--- src/rtl/hha_pkg.sv ---
// Shared constants, types and helpers for the hashed histogram accumulator.
package hha_pkg;

    localparam int BUCKETS      = 256;
    localparam int POOL_ENTRIES = 1024;

    localparam int KEY_W = 32;
    localparam int VAL_W = 32;
    localparam int BKT_W = $clog2(BUCKETS);
    localparam int IDX_W = $clog2(POOL_ENTRIES);
    localparam int CNT_W = 11;

    localparam int S_TDATA_W = 64;
    localparam int M_TDATA_W = 48;
    localparam int M_TUSER_W = 2;

    typedef enum logic [2:0] {
        ST_IDLE,
        ST_HEAD,
        ST_READ,
        ST_CMP,
        ST_APPEND,
        ST_LINK,
        ST_DONE
    } hha_state_t;

    // controller -> datapath
    typedef struct packed {
        logic load;       // latch key/delta/bucket
        logic take_head;  // cursor <= bucket head
        logic step;       // last <= cursor, cursor <= link
        logic hit;        // add delta to matched entry
        logic append;     // allocate new entry (or flag drop)
        logic link;       // chain previous tail to new entry
    } hha_cmd_t;

    // datapath -> controller
    typedef struct packed {
        logic head_valid;
        logic key_match;
        logic link_valid;
        logic pool_full;
        logic have_last;
    } hha_status_t;

    // negative keys land in bucket 0
    function automatic logic [BKT_W-1:0] bucket_of(input logic [KEY_W-1:0] key);
        logic [BKT_W-1:0] b;
        b = key[KEY_W-1] ? '0 : key[BKT_W-1:0];
        return b;
    endfunction

endpackage

--- src/rtl/hha_ctrl.sv ---
// Sequencer for the hash chain walk: accept, head lookup, walk, update/append, emit.
module hha_ctrl (
    input  logic                 aclk,
    input  logic                 aresetn,
    input  logic                 s_tvalid,
    output logic                 s_tready,
    input  logic                 out_free,
    output logic                 emit,
    input  hha_pkg::hha_status_t status,
    output hha_pkg::hha_cmd_t    cmd
);
    import hha_pkg::*;

    hha_state_t state_reg, state_next;

    always_ff @(posedge aclk) begin
        if (!aresetn) begin
            state_reg <= ST_IDLE;
        end else begin
            state_reg <= state_next;
        end
    end

    always_comb begin
        state_next = state_reg;
        cmd        = '0;
        emit       = 1'b0;
        s_tready   = 1'b0;
        unique case (state_reg)
            ST_IDLE: begin
                s_tready = 1'b1;
                if (s_tvalid) begin
                    cmd.load   = 1'b1;
                    state_next = ST_HEAD;
                end
            end
            ST_HEAD: begin
                if (status.head_valid) begin
                    cmd.take_head = 1'b1;
                    state_next    = ST_READ;
                end else begin
                    state_next = ST_APPEND;
                end
            end
            ST_READ: begin
                // pool read at the cursor is registered here, compared next cycle
                state_next = ST_CMP;
            end
            ST_CMP: begin
                if (status.key_match) begin
                    cmd.hit    = 1'b1;
                    state_next = ST_DONE;
                end else begin
                    cmd.step = 1'b1;
                    state_next = status.link_valid ? ST_READ : ST_APPEND;
                end
            end
            ST_APPEND: begin
                cmd.append = 1'b1;
                if (!status.pool_full && status.have_last) begin
                    state_next = ST_LINK;
                end else begin
                    state_next = ST_DONE;
                end
            end
            ST_LINK: begin
                cmd.link   = 1'b1;
                state_next = ST_DONE;
            end
            ST_DONE: begin
                if (out_free) begin
                    emit       = 1'b1;
                    state_next = ST_IDLE;
                end
            end
            default: begin
                state_next = ST_IDLE;
            end
        endcase
    end

endmodule

--- config.mk ---
export PLATFORM = sky130hd
export DESIGN_NAME = hha_ctrl
export DESIGN_NICKNAME = d
export VERILOG_FILES = /design/src/rtl/hha_pkg.sv /design/src/rtl/hha_ctrl.sv
export SDC_FILE = /design/constraint.sdc
export NUM_CORES = 1
export LEC_CHECK = 0
export BUFFER_PORTS_ARGS = -buffer_cell sky130_fd_sc_hd__buf_2
export CAP_MARGIN = 20
export CORE_AREA = 2 2 39 41
export DETAILED_ROUTE_END_ITERATION = 6
export DIE_AREA = 0 0 41 43
export REMOVE_ABC_BUFFERS = 1
export SKIP_CTS_REPAIR_TIMING = 1
export SYNTH_ARGS = -nofsm -noshare
export SYNTH_HDL_FRONTEND = slang
export SYNTH_SLANG_ARGS = --single-unit
--- constraint.sdc ---
create_clock -name aclk -period 2.1 [get_ports aclk]
set_input_delay 0.105 -clock aclk [delete_from_list [all_inputs] [get_ports aclk]]
set_output_delay 0.105 -clock aclk [all_outputs]
set_load 0.03 [all_outputs]
# Word-level counts from Yosys, hierarchy flattened
# Cells that the tools add are included.
# word_totals
regBits	3
elab_cells	32
# classes
n_eq_ne	8
muxes	19
n_reduce_logical	4
# op_table
cell	n
$pmux 3 s7	1
$mux 3	5
$mux 1	11
$eq 3x3->1 const B	3
$eq 3x2->1 const B	2
$mux 2	2
$ne 2x2->1 const B	2
$eq 3x1->1 const B	1
$logic_not 3->1	1
$reduce_and 2->1	1
$logic_and 1x1->1	1
$logic_not 1->1	1

# Logic depth before layout (Yosys ltp)
# Gate-level depths: netlist (run 1).
# depth
depth_word	4
mapped_depth	4
ltp_nobuf	4

# Worst setup path after synthesis (run 1)
# OpenSTA, ideal clock, no wires.
# synth_path
kind	reg2out
startpoint	register state_reg[2]
endpoint	output cmd[5] (netlist name)
arrival_time_ns	1.336
slack_ns	0.659
stages_incl_launch_ff	4
n_path_buf	1
cell_sequence	dfxtp_1 -> buf_4 -> nor3_2 -> and2_1
# synth_rtl
item	line_no	text
start, declared	hha_ctrl.sv:14	hha_state_t state_reg, state_next;
start signal, assigned	hha_ctrl.sv:20	state_reg <= state_next;
end, declared	hha_ctrl.sv:10	output hha_pkg::hha_cmd_t cmd

==> report_table.html, run 1 <==
<table>
<tr><th>Metric</th><th>Value</th></tr>
<tr><th colspan="2">Worst setup path</th></tr>
<tr><td>Critical path arrival</td><td>1430 ps</td></tr>
<tr><td>Setup crit end</td><td>cmd[2]</td></tr>
<tr><td>Worst R2R Start</td><td>state_reg[0]</td></tr>
<tr><td>Worst r2r dst</td><td>state_reg[1]</td></tr>
<tr><td>Startpoint-to-endpoint class of the critical path</td><td>reg2out</td></tr>
<tr><td>Critical path startpoint category</td><td>register</td></tr>
<tr><td>Register-to-register setup slack</td><td>850 ps</td></tr>
<tr><td>Crit-path max FO</td><td>12</td></tr>
<tr><td>Crit end category</td><td>output pin</td></tr>
<tr><td>Depth of the worst register-to-register path</td><td>4</td></tr>
<tr><td>Timing startpoint of the critical path</td><td>state_reg[0]</td></tr>
<tr><td>Endpoint required time on the critical path</td><td>2000 ps</td></tr>
<tr><th colspan="2">Synth</th></tr>
<tr><td>Cell types with the highest counts after synthesis</td><td>nand2_1, dfxtp_1, nor2_1, nor3b_1</td></tr>
<tr><td>Gate Count Post-Synth</td><td>35</td></tr>
<tr><td>Per-instance average area after synthesis</td><td>8.33 µm²</td></tr>
<tr><td>Post-synth top flop</td><td>dfxtp_1</td></tr>
<tr><td>Library cell occupying the most area in the post-synthesis netlist</td><td>dfxtp_1</td></tr>
<tr><td>Yosys warning count</td><td>0</td></tr>
<tr><td>Number of distinct library cells after synthesis</td><td>22</td></tr>
<tr><td>Most used standard cell by instance count after synthesis</td><td>nand2_1</td></tr>
<tr><td>Cell area after synthesis</td><td>292 µm²</td></tr>
<tr><td>Flip-flop and latch count after synthesis</td><td>3</td></tr>
<tr><td>Leading post-synthesis cells by cell area</td><td>dfxtp_1, nor4bb_4, nor3b_1</td></tr>
<tr><td>Fraction of synthesized cell area taken by the top area cell type</td><td>20.6%</td></tr>
<tr><td>Sequential cell area fraction in the yosys report</td><td>20.6%</td></tr>
<tr><td>Post-synthesis async set-or-reset flop share</td><td>0%</td></tr>
<tr><td>Number of flops mapped to enable cells by yosys</td><td>0</td></tr>
<tr><th colspan="2">CTS</th></tr>
<tr><td>Clock network latency to the later pin of the worst-skew pair</td><td>230 ps</td></tr>
<tr><td>TritonCTS clock tree</td><td>built</td></tr>
<tr><td>H-tree depth</td><td>1</td></tr>
<tr><td>Clock transition time at the flip-flop clock pins of the worst setup and hold paths</td><td>40 ps</td></tr>
<tr><td>CTS Root Cell</td><td>clkbuf_4</td></tr>
<tr><td>Number of buffers created by CTS</td><td>3</td></tr>
<tr><td>CTS Sinks</td><td>3</td></tr>
<tr><td>Longest Clk Path Bufs</td><td>2</td></tr>
<tr><th colspan="2">Global routing</th></tr>
<tr><td>Number of global-route vias before repair</td><td>239</td></tr>
<tr><td>Overflow left after global routing</td><td>0</td></tr>
<tr><td>First-pass GRT wire length</td><td>924 µm</td></tr>
<tr><td>Number of antenna violations at the first check in global routing</td><td>0</td></tr>
<tr><td>Pin count of the biggest net entering global routing</td><td>15</td></tr>
<tr><td>Total routing usage reported by global routing</td><td>7.93%</td></tr>
<tr><th colspan="2">Routing</th></tr>
<tr><td>Routed vias/inst</td><td>4.32</td></tr>
<tr><td>Number of DRC violations after detailed routing</td><td>0</td></tr>
<tr><td>Via count</td><td>294</td></tr>
<tr><td>Met2 Routed Length</td><td>293 µm</td></tr>
<tr><td>Remaining antenna violation count after routing</td><td>0</td></tr>
<tr><td>Average wire length per cell after detail routing</td><td>9.24 µm</td></tr>
<tr><td>Routed Wire Length</td><td>628 µm</td></tr>
<tr><td>Metal1 wirelength</td><td>298 µm</td></tr>
<tr><td>Initial drt markers</td><td>3</td></tr>
<tr><td>Highest metal layer with signal wires</td><td>met3</td></tr>
<tr><td>Total length of routed met3 wires</td><td>36 µm</td></tr>
<tr><td>Total iterations of the first detailed-routing run</td><td>3</td></tr>
<tr><th colspan="2">Status</th></tr>
<tr><td>Result of the run</td><td>finished clean</td></tr>
<tr><th colspan="2">Final layout</th></tr>
<tr><td>Synth-to-layout area growth</td><td>34.3%</td></tr>
<tr><td>Net count, final</td><td>62</td></tr>
<tr><td>Fillcell total</td><td>158</td></tr>
<tr><td>Area of the multi-input gates</td><td>205 µm²</td></tr>
<tr><td>Flip-flop count of the largest register after layout</td><td>3</td></tr>
<tr><td>Layout cell share with drive strength beyond 1</td><td>46.2%</td></tr>
<tr><td>Ant diodes</td><td>0</td></tr>
<tr><td>Flip-flop and latch area</td><td>60.1 µm²</td></tr>
<tr><th colspan="2">Pwr</th></tr>
<tr><td>Cell leakage power</td><td>0.000185 µW</td></tr>
<tr><td>Part of the total power dissipated in combinational logic</td><td>35.1%</td></tr>
<tr><td>Power share of the clock group</td><td>33.8%</td></tr>
<tr><td>Worst vdd ir</td><td>177 µV</td></tr>
<tr><td>Sw Share</td><td>38.3%</td></tr>
<tr><td>Internal portion of total power</td><td>184 µW</td></tr>
<tr><td>Register share of total power</td><td>31.1%</td></tr>
<tr><td>Switching power total</td><td>115 µW</td></tr>
<tr><td>Power per standard cell area</td><td>763 nW/µm²</td></tr>
<tr><td>Overall power consumption</td><td>299 µW</td></tr>
<tr><th colspan="2">STA</th></tr>
<tr><td>Worst clock skew</td><td>0.0877 ps</td></tr>
<tr><td>Sum of negative setup slack</td><td>0 ps</td></tr>
<tr><td>Maximum clock frequency</td><td>653 MHz</td></tr>
<tr><td>Finish-stage setup viols</td><td>0</td></tr>
<tr><td>Final Hold Viols</td><td>0</td></tr>
<tr><td>Share of the clock period used by the worst path</td><td>73.0%</td></tr>
<tr><td>Tightest slew margin relative to the limit</td><td>71.4%</td></tr>
<tr><td>Clock period minus final worst setup slack</td><td>1530 ps</td></tr>
<tr><td>Measured slew at the worst slew-check pin</td><td>428 ps</td></tr>
<tr><td>RSZ-0062 raised after global routing</td><td>no</td></tr>
<tr><td>Max Transition Viols Final</td><td>0</td></tr>
<tr><th colspan="2">Placement</th></tr>
<tr><td>Global placement routability congestion</td><td>0.759</td></tr>
<tr><td>Hpwl dp</td><td>460 µm</td></tr>
<tr><td>PortBufs</td><td>16</td></tr>
<tr><th colspan="2">Floorplan</th></tr>
<tr><td>Chip Height</td><td>43 µm</td></tr>
<tr><td>Core ar.</td><td>1380 µm²</td></tr>
<tr><td>Std cell rows</td><td>14</td></tr>
<tr><td>Starting utilization of the core area</td><td>21.1%</td></tr>
<tr><td>I/O pin count</td><td>17</td></tr>
<tr><td>Chip Width</td><td>41 µm</td></tr>
<tr><td>Die Footprint</td><td>1760 µm²</td></tr>
<tr><th colspan="2">Hold path</th></tr>
<tr><td>Worst hold path type</td><td>in2reg</td></tr>
<tr><th colspan="2">Job</th></tr>
<tr><td>MaxCap Viol Count</td><td>0</td></tr>
</table>
## per-layer routing
layer  track usage [%]  vias up
li1                  -      159
met1              9.65      125
met2              10.6       10
met3              1.57        0
met4              8.00        0
met5                 0        -
## worst max-delay path: stages (launching register included)
cell and delay [ps]:
dfxtp_1 560, nor2b_2 270, and3_1 170, buf_2 190
## placed cells by master (no fill, tap or decap)
cell type,Yosys,final
buf_2,0,16
nor2_1,3,3
o21ai_0,2,2
nor3_2,2,2
a21oi_1,1,1
and2_1,1,1
o21ai_2,1,1
o21ai_1,1,1
nand2b_1,2,2
nand3b_1,1,1
nor2b_2,1,1
dfxtp_1,3,3
a21boi_1,1,1
nor4bb_4,1,1
and3b_1,1,1
and3_1,1,1
and4b_1,1,1
clkbuf_1,0,1
a31oi_1,1,1
nor3b_1,3,3
clkbuf_4,0,3
o31a_1,1,1
nand2_1,4,4
## power by group through the flow
stage | combinational, µW | sequential (µW) | clock, µW
6_report | 105 | 92.9 | 101
5_1_grt | 115 | 97.1 | 111
4_1_cts | 106 | 92.9 | 107
3_5_place_dp | 106 | 93.8 | 0
3_3_place_gp | 105 | 92.9 | 0
2_1_floorplan | 79.1 | 87.1 | 0
## metrics by stage
stage / std cells / worst slack, ps / util (%) / cell area [µm²] / hold slack (ps)
3_3_place_gp: 64 / 850 / 26.4 / 365 / 375
6_report: 68 / 568 / 28.3 / 392 / 125
3_5_place_dp: 64 / 818 / 26.4 / 365 / 365
2_1_floorplan: 32 / 670 / - / 265 / 233
4_1_cts: 68 / 555 / 28.3 / 392 / 117
5_1_grt: 68 / 437 / 28.3 / 392 / 134
## layout make-up
type | count | share of cell area (%)
timing repair buffer | 16 | 20.4
clock buffer | 4 | 6.71
sequential | 3 | 15.3
tap | 16 | 5.11
multi-input combinational | 29 | 52.4
## cells by family after synthesis
family,Yosys count,synth area share (%)
buf+inv,3,9.01
flops,3,20.6
simple gates,21,52.8
compound gates,8,17.6
## worst min-delay path by stage
stage,from,endpoint,slack (ps),cells past startpoint
3_3_place_gp,aresetn,state_reg[1],370,2
3_5_place_dp,aresetn,state_reg[1],360,2
4_1_cts,aresetn,state_reg[1],120,2
5_1_grt,aresetn,state_reg[1],130,2
2_1_floorplan,aresetn,state_reg[1],230,1
6_report,aresetn,state_reg[1],120,2
Note: power is estimated with default switching activity, not from simulation.
==> run 2: changes to the inputs <==
--- a/config.mk
+++ b/config.mk
@@ -5,6 +5,7 @@
 export SDC_FILE = /design/constraint.sdc
 export NUM_CORES = 1
 export LEC_CHECK = 0
+export ABC_AREA = 1
 export BUFFER_PORTS_ARGS = -buffer_cell sky130_fd_sc_hd__buf_2
 export CAP_MARGIN = 20
 export CORE_AREA = 2 2 39 41
==> constraint.sdc (replaced) <==
create_clock -name aclk -period 1.55 [get_ports aclk]
set_input_delay 0.0775 -clock aclk [delete_from_list [all_inputs] [get_ports aclk]]
set_output_delay 0.0775 -clock aclk [all_outputs]
set_load 0.03 [all_outputs]
==> report_table.html, run 2 <==
<table>
<tr><th>Metric</th><th>Value</th></tr>
<tr><th colspan="2">Worst setup path</th></tr>
<tr><td>Endpoint required time on the critical path</td><td>1470 ps (was 2000 ps)</td></tr>
<tr><td>Crit end category</td><td>output pin (unchanged)</td></tr>
<tr><td>Critical path arrival</td><td>1150 ps (was 1430 ps)</td></tr>
<tr><td>Register-to-register setup slack</td><td>480 ps (was 850 ps)</td></tr>
<tr><td>Worst R2R Start</td><td>state_reg[2] (was state_reg[0])</td></tr>
<tr><td>Crit-path max FO</td><td>7 (was 12)</td></tr>
<tr><td>Critical path startpoint category</td><td>register (unchanged)</td></tr>
<tr><td>Startpoint-to-endpoint class of the critical path</td><td>reg2out (unchanged)</td></tr>
<tr><td>Worst r2r dst</td><td>state_reg[1] (unchanged)</td></tr>
<tr><td>Depth of the worst register-to-register path</td><td>7 (was 4)</td></tr>
<tr><th colspan="2">Job</th></tr>
<tr><td>MaxCap Viol Count</td><td>0 (unchanged)</td></tr>
<tr><th colspan="2">Floorplan</th></tr>
<tr><td>I/O pin count</td><td>17 (unchanged)</td></tr>
<tr><td>Chip Height</td><td>43 µm (unchanged)</td></tr>
<tr><td>Core ar.</td><td>1380 µm² (unchanged)</td></tr>
<tr><td>Die Footprint</td><td>1760 µm² (unchanged)</td></tr>
<tr><td>Chip Width</td><td>41 µm (unchanged)</td></tr>
<tr><td>Starting utilization of the core area</td><td>19.0% (was 21.1%)</td></tr>
<tr><td>Std cell rows</td><td>14 (unchanged)</td></tr>
<tr><th colspan="2">Global routing</th></tr>
<tr><td>Number of global-route vias before repair</td><td>295 (was 239)</td></tr>
<tr><td>Pin count of the biggest net entering global routing</td><td>8 (was 15)</td></tr>
<tr><td>First-pass GRT wire length</td><td>1.00 mm (was 924 µm)</td></tr>
<tr><td>Number of antenna violations at the first check in global routing</td><td>0 (unchanged)</td></tr>
<tr><td>Total routing usage reported by global routing</td><td>8.73% (was 7.93%)</td></tr>
<tr><td>Overflow left after global routing</td><td>0 (unchanged)</td></tr>
<tr><th colspan="2">CTS</th></tr>
<tr><td>Longest Clk Path Bufs</td><td>2 (unchanged)</td></tr>
<tr><td>TritonCTS clock tree</td><td>built (unchanged)</td></tr>
<tr><td>Number of buffers created by CTS</td><td>3 (unchanged)</td></tr>
<tr><td>CTS Root Cell</td><td>clkbuf_4 (unchanged)</td></tr>
<tr><td>CTS Sinks</td><td>3 (unchanged)</td></tr>
<tr><td>H-tree depth</td><td>1 (unchanged)</td></tr>
<tr><td>Clock transition time at the flip-flop clock pins of the worst setup and hold paths</td><td>40 ps (about the same)</td></tr>
<tr><td>Clock network latency to the later pin of the worst-skew pair</td><td>230 ps (about the same)</td></tr>
<tr><th colspan="2">Final layout</th></tr>
<tr><td>Net count, final</td><td>79 (was 62)</td></tr>
<tr><td>Commonest non-fill, non-tap cells in the layout</td><td>buf_2, nor2_1, inv_1 (was buf_2, nand2_1)</td></tr>
<tr><td>Most common library cell in the layout ignoring fill and taps</td><td>buf_2 (unchanged)</td></tr>
<tr><td>Flip-flop count of the largest register after layout</td><td>3 (unchanged)</td></tr>
<tr><td>Filler-free cell count of the finished design</td><td>85 (was 68)</td></tr>
<tr><td>Synth-to-layout area growth</td><td>48.1% (was 34.3%)</td></tr>
<tr><td>Ant diodes</td><td>0 (unchanged)</td></tr>
<tr><td>Layout cell share with drive strength beyond 1</td><td>34.8% (was 46.2%)</td></tr>
<tr><th colspan="2">Pwr</th></tr>
<tr><td>Power per standard cell area</td><td>1580 nW/µm² (was 763 nW/µm²)</td></tr>
<tr><td>Worst vdd ir</td><td>443 µV (was 177 µV)</td></tr>
<tr><td>Cell leakage power</td><td>0.000252 µW (was 0.000185 µW)</td></tr>
<tr><td>Overall power consumption</td><td>614 µW (was 299 µW)</td></tr>
<tr><th colspan="2">Placement</th></tr>
<tr><td>Hpwl dp</td><td>526 µm (was 460 µm)</td></tr>
<tr><td>PortBufs</td><td>16 (unchanged)</td></tr>
<tr><td>Global placement routability congestion</td><td>0.718 (was 0.759)</td></tr>
<tr><td>Minimum setup slack after placement</td><td>484 ps (was 818 ps)</td></tr>
<tr><td>Placed Cells</td><td>81 (was 64)</td></tr>
<tr><th colspan="2">Hold path</th></tr>
<tr><td>Cell depth of the worst hold path</td><td>3 (was 2)</td></tr>
<tr><td>End of the worst hold path</td><td>state_reg[1] (unchanged)</td></tr>
<tr><td>Hold path startpoint</td><td>aresetn (unchanged)</td></tr>
<tr><td>Worst hold path type</td><td>in2reg (unchanged)</td></tr>
<tr><th colspan="2">STA</th></tr>
<tr><td>Finish-stage setup viols</td><td>0 (unchanged)</td></tr>
<tr><td>Tightest slew margin relative to the limit</td><td>85.2% (was 71.4%)</td></tr>
<tr><td>Clock period minus final worst setup slack</td><td>1230 ps</td></tr>
<tr><td>Final Hold Viols</td><td>0 (unchanged)</td></tr>
<tr><td>Measured slew at the worst slew-check pin</td><td>222 ps (was 428 ps)</td></tr>
<tr><td>Sum of negative setup slack</td><td>0 ps (unchanged)</td></tr>
<tr><td>Maximum clock frequency</td><td>815 MHz</td></tr>
<tr><td>Final Worst Setup Slack</td><td>323 ps (was 568 ps)</td></tr>
<tr><td>RSZ-0062 raised after global routing</td><td>no (unchanged)</td></tr>
<tr><td>Worst clock skew</td><td>0.784 ps (was 0.0877 ps)</td></tr>
<tr><td>Share of the clock period used by the worst path</td><td>79.1%</td></tr>
<tr><td>Max Transition Viols Final</td><td>0 (unchanged)</td></tr>
<tr><th colspan="2">Routing</th></tr>
<tr><td>Routed vias/inst</td><td>3.74 (was 4.32)</td></tr>
<tr><td>Via count</td><td>318 (was 294)</td></tr>
<tr><td>Total iterations of the first detailed-routing run</td><td>4 (was 3)</td></tr>
<tr><td>Initial drt markers</td><td>2 (was 3)</td></tr>
<tr><td>Average wire length per cell after detail routing</td><td>7.24 µm (was 9.24 µm)</td></tr>
<tr><td>Remaining antenna violation count after routing</td><td>0 (unchanged)</td></tr>
<tr><td>Number of DRC violations after detailed routing</td><td>0 (unchanged)</td></tr>
<tr><td>Routed Wire Length</td><td>615 µm (was 628 µm)</td></tr>
<tr><th colspan="2">Synth</th></tr>
<tr><td>Post-synth top flop</td><td>dfxtp_1 (unchanged)</td></tr>
<tr><td>Post-synthesis async set-or-reset flop share</td><td>0% (unchanged)</td></tr>
<tr><td>Leading post-synthesis cells by cell area</td><td>dfxtp_1, nor2_1, inv_1 (was dfxtp_1, nor4bb_4, nor3b_1)</td></tr>
<tr><td>Library cell occupying the most area in the post-synthesis netlist</td><td>dfxtp_1 (unchanged)</td></tr>
<tr><td>Most used standard cell by instance count after synthesis</td><td>nor2_1 (was nand2_1)</td></tr>
<tr><td>Number of flops mapped to enable cells by yosys</td><td>0 (unchanged)</td></tr>
<tr><td>Fraction of synthesized cell area taken by the top area cell type</td><td>22.9% (was 20.6%)</td></tr>
<tr><td>Cell area after synthesis</td><td>263 µm² (was 292 µm²)</td></tr>
<tr><td>Yosys warning count</td><td>0 (unchanged)</td></tr>
<tr><td>Flip-flop and latch count after synthesis</td><td>3 (unchanged)</td></tr>
<tr><td>Number of distinct library cells after synthesis</td><td>12 (was 22)</td></tr>
<tr><td>Cell types with the highest counts after synthesis</td><td>nor2_1, inv_1, nand2_1 (was nand2_1, dfxtp_1, nor2_1, nor3b_1)</td></tr>
<tr><td>Sequential cell area fraction in the yosys report</td><td>22.9% (was 20.6%)</td></tr>
<tr><td>Per-instance average area after synthesis</td><td>5.36 µm² (was 8.33 µm²)</td></tr>
<tr><td>Gate Count Post-Synth</td><td>49 (was 35)</td></tr>
<tr><th colspan="2">Status</th></tr>
<tr><td>Result of the run</td><td>finished clean (unchanged)</td></tr>
</table>
## run 2: cell types whose count changed after synthesis, moves of 2 or more
cell | before | now
inv_1 | 0 | 10
nor3_2 | 2 | 0
nand2b_1 | 2 | 0
o21ai_0 | 2 | 0
nor3b_1 | 3 | 0
nor2_1 | 3 | 13
nor2_2 | 0 | 2
nand2_1 | 4 | 9
nand3_1 | 0 | 4
buf_4 | 2 | 0
nor3_1 | 0 | 2
## run 2: final cells by class
class	count	area (µm²)
Tap cell	16	20.0
Inverter	11	41.3
Clock buffer	4	26.3
Fill cell	166	995
Sequential cell	3	60.1
Timing Repair Buffer	16	80.1
Multi-Input combinational cell	35	161
## run 2: cells by family after synthesis
family	after synthesis	synth area share, %
buffers and inverters	11	15.7
AND/OR/NAND/NOR	33	57.6
flip-flops	3	22.9
AO/OA/AOI/OAI	2	3.81
## run 2: per-layer routing
| metal | vias to the layer above | GRT usage [%] | part of all wire [%] |
|---|---|---|---|
| met1 | 122 | 8.33 | 48 |
| met4 | 0 | 4.00 | 0 |
| met5 | - | 0 | 0 |
| met3 | 0 | 6.28 | 7.3 |
| li1 | 187 | - | - |
| met2 | 9 | 13.4 | 44 |
## run 2: how the worst max path moves through the flow
stage / from / to / slack (ps) / cells past startpoint
final: state_reg[0] / cmd[2] / 320 / 3
after detailed placement: state_reg[2] / state_reg[1] / 480 / 7
after floorplan: state_reg[2] / emit / 330 / 2
after global placement: state_reg[2] / state_reg[1] / 490 / 7
after global routing: state_reg[0] / cmd[3] / 190 / 3
after CTS: state_reg[0] / cmd[2] / 320 / 3
## run 2: metrics by stage
step	utilization [%]	area, µm²	hold WS, ps
CTS	28.1	389	57.1
floorplan	-	263	175
finish	28.1	389	59.2
detailed placement	26.2	363	302
global placement	26.2	363	305
global route	28.1	389	78.2
## run 2: worst max-delay path: stages, from the launching register on
cell	delay (ps)
dfxtp_1	430
nand3_1	180
nor2_1	110
buf_2	200
## run 2: report_power, final
group	total [µW]	switching, µW	internal, µW
sequential	142	38.4	104
clock	136	39.6	96.4
combinational	335	227	108
total	614	305	308
